[src/sv/mrm_ram.sv]
`timescale 1ns / 1ps
module mrm_ram #(
   parameter int WIDTH = 8,
   parameter int DEPTH = 256
) (
   input  logic                     clock,
   input  logic                     wr_en,
   input  logic [$clog2(DEPTH)-1:0] wr_addr,
   input  logic [WIDTH-1:0]         wr_data,
   input  logic [$clog2(DEPTH)-1:0] rd_addr,
   output logic [WIDTH-1:0]         rd_data
);

   logic [WIDTH-1:0] mem_ff [DEPTH];
   logic [WIDTH-1:0] rd_data_ff;

   always_ff @(posedge clock) begin
      if (wr_en) begin
         mem_ff[wr_addr] <= wr_data;
      end
      rd_data_ff <= mem_ff[rd_addr];
   end

   assign rd_data = rd_data_ff;

endmodule

[config.mk]
export PLATFORM = sky130hd
export DESIGN_NAME = mrm_ram
export DESIGN_NICKNAME = d
export VERILOG_FILES = /design/src/sv/mrm_ram.sv
export SDC_FILE = /design/constraint.sdc
export NUM_CORES = 2
export LEC_CHECK = 0
export BUFFER_PORTS_ARGS = -buffer_cell sky130_fd_sc_hd__buf_4
export CORE_UTILIZATION = 49
export CTS_BUF_LIST = sky130_fd_sc_hd__clkbuf_8
export CTS_CLUSTER_SIZE = 28
export DETAILED_ROUTE_END_ITERATION = 10
export GPL_TIMING_DRIVEN = 1
export SLEW_MARGIN = 20
export SYNTH_ARGS = -nofsm -noshare
export SYNTH_HDL_FRONTEND = slang
export SYNTH_SLANG_ARGS = --single-unit
[constraint.sdc]
create_clock -name clock -period 3.3 [get_ports clock]
set_input_delay 0.66 -clock clock [delete_from_list [all_inputs] [get_ports clock]]
set_output_delay 0.66 -clock clock [all_outputs]
set_load 0.01 [all_outputs]
==> flow_metrics.tcl <==
set metrics [dict create \
    timing.max_cap.violations 0 \
    ys_types 55 \
    powerDensity_nw_per_um2 560 \
    cts-resized-gates 0 \
    cts.sinks 2056 \
    yosysMostFrequentCell "edfxtp_1" \
    drc 0 \
    drv_slew 0 \
    start_util_pct 49.4 \
    area_growth_syn_to_layout_pct 16.3 \
    track_usage_pct 24.9 \
    rr_worst_depth 6 \
    gr-total-overflow 0 \
    final_hold_viol_count 0 \
    die_w_microns 405 \
    nFillCells 12000 \
    synth_area_sq_um 79600 \
    cp.arrival_ns 3.64 \
    nets 4499 \
    cp.required_ns 4.17 \
    syn_inst 3733 \
    min_path_cells 1 \
    cts-root-buf "clkbuf_8" \
    clkLatencyLatePin_ns 1.05 \
    post-route-util_pct 57.5 \
    synth-seq-cells 2056 \
    fp.dieArea_sq_um 164000 \
    grt_pass1_wl_microns 291000 \
    p_leak_uw 0.0302 \
    gp_congestion 0.829 \
    wl_per_cell_microns 29.2 \
    vdd_drop_max_v 0.000473 \
    seq_area_sq_um 61700 \
    die_y_microns 405 \
    period_minus_slack_ns 2.77 \
    syn_area_per_cell_sq_um 21.3 \
    finalNonFillerCells 6883 \
    io_pins 34 \
    syn_nets 3759 \
    place_ws_ns -0.384 \
    port_buffers 33 \
    vias_per_cell 5.95 \
    synth_top_cell_area_share_pct 77.3 \
    setup_viol 0 \
    max_freq_mhz 361 \
    yosys-top-cells-count "edfxtp_1 (2048), mux4_2 (454), nor2_1 (282)" \
    multi_input_area_sq_um 16500 \
    first_iter_violations 4311 \
    status "finished, final reports clean" \
    postCtsSetupBuffers 0 \
    synthFlopType "edfxtp_1" \
    antenna_found_initial 4 \
    rsz0062_at_grt "false" \
    grt_max_degree 120 \
    ys_seq_area_share_pct 77.5 \
    grt_pass1_vias 42000 \
    htreeDepth 5 \
    core_area_sq_um 161000 \
    crit_type "reg2reg" \
    worst_slew_pin_slew_ns 1.09 \
    dpl.hpwl_microns 127000 \
    hp-class "in2reg" \
    ant_nets 0 \
    dp_cells 6286 \
    layout_setup_ws_ns 0.532 \
    vias 41000 \
    path_clk_slew_ns 0.06 \
    finalCritPeriodShare_pct 83.9 \
    critPathLaunchType "flip-flop" \
    drive_above_1_share_pct 32.0 \
    p_total_uw 51800 \
    cts.path.max_buffers 4 \
    dr.pass1.iters 5 \
    yosysTopAreaCell "edfxtp_1" \
    worstPathMaxFanout 1 \
    routed_wirelength_microns 201000 \
    hold_ws_ns 0.0743 \
    synth_area_leaders "edfxtp_1 (77%), mux4_2 (13%), mux2i_1 (1.7%)" \
    rows 147 \
    yosysWarnings 0 \
    cts_tree "yes" \
    slew_headroom_pct 27.1 \
    crit_path_end_kind "flip-flop" \
    async_flop_share_pct 0 \
    cts_buffers 344 \
    fin_skew_ns 0.0971 \
    synth_edf_count 2048 \
]
-- worst paths after layout --
check	startpoint	to	slack [ns]
worst max register to register	mem_ff[130][7]	rd_data[7]	0.53
worst max-delay path	mem_ff[130][7]	rd_data[7]	0.53
worst min-delay path	wr_data[2]	mem_ff[226][2]	0.07
worst min register to register	mem_ff[0][2]	rd_data[2]	1.07
-- logic make-up (layout without fill, tap and decap cells) --
| family | count (synthesis) | count (layout) | share of synthesized area (%) |
|---|---|---|---|
| buf+inv | 235 | 1217 | 1.83 |
| other cells | 0 | 8 | 0 |
| flops | 2056 | 2056 | 77.5 |
| compound gates | 385 | 385 | 3.42 |
| mux | 591 | 591 | 14.6 |
| simple gates | 466 | 466 | 2.63 |
-- worst max-delay path, stage by stage (launching register included) --
cell	delay (ns)
edfxtp_1	0.37
mux4_2	0.51
mux4_2	0.54
nor2_1	0.15
a2111oi_2	0.08
nor3_1	0.80
nor4_1	0.14
-- per-layer routing --
layer	global-route usage (%)	up-vias	share of wire, %
met2	38.5	1699	47
li1	-	17200	-
met1	36.1	21700	42
met4	8.01	2	2.8
met3	4.63	344	7.5
met5	0	-	0.0065
-- state kept, by name, indices dropped and copies added, names as in the netlist --
signal	count
mem_ff	2048
rd_data	8
-- per-stage QoR --
stage	setup TNS (ns)	instance area (sq um)
4_1_cts	0	92500
5_1_grt	0	92500
3_5_place_dp	-1.60	86500
6_report	0	92500
3_3_place_gp	-1.64	86500
2_1_floorplan	0	79600
-- power by group --
group          switching, uW  internal [uW]
combinational           1760           1150
sequential              60.4          28800
clock                   9830          10200
-- final cells by class --
| class | instances | share of cell area (%) |
|---|---|---|
| sequential | 2056 | 66.7 |
| antenna | 8 | 0.0216 |
| timing repair buffer | 627 | 6.11 |
| clock inverter | 234 | 1.15 |
| multi-input combinational | 1442 | 17.9 |
| clock buffer | 354 | 5.27 |
| inverter | 2 | 0.00812 |
| tap | 2160 | 2.92 |
-- cells in the final DEF, fill, tap and decap left out, types with 3 or more instances in the layout --
cell type	count
a211oi_1	16
a21oi_1	96
a221oi_1	13
a22o_1	8
a22oi_1	133
and2_1	5
buf_12	69
buf_4	547
buf_8	10
bufinv_16	4
clkbuf_8	354
clkinv_1	85
clkinv_2	33
clkinvlp_4	10
dfxtp_1	8
diode_2	8
edfxtp_1	2048
inv_1	103
mux2i_1	134
mux4_2	454
nand2_1	33
nand2b_1	8
nand3_1	31
nand3_2	3
nand4_1	10
nor2_1	279
nor2_4	3
nor2b_1	28
nor2b_4	3
nor3_1	22
nor4_1	22
nor4_2	5
o211ai_1	10
o21ai_0	10
o221ai_1	46
o22a_1	5
o22ai_1	28
o32ai_1	4
or2_2	4
-- repair_timing --
item	in CTS	in global routing
hold endpoints to repair	7	0
hold buffers	1	0
endpoints found under the setup margin	0	0
Power figures use the tool's default switching activity.
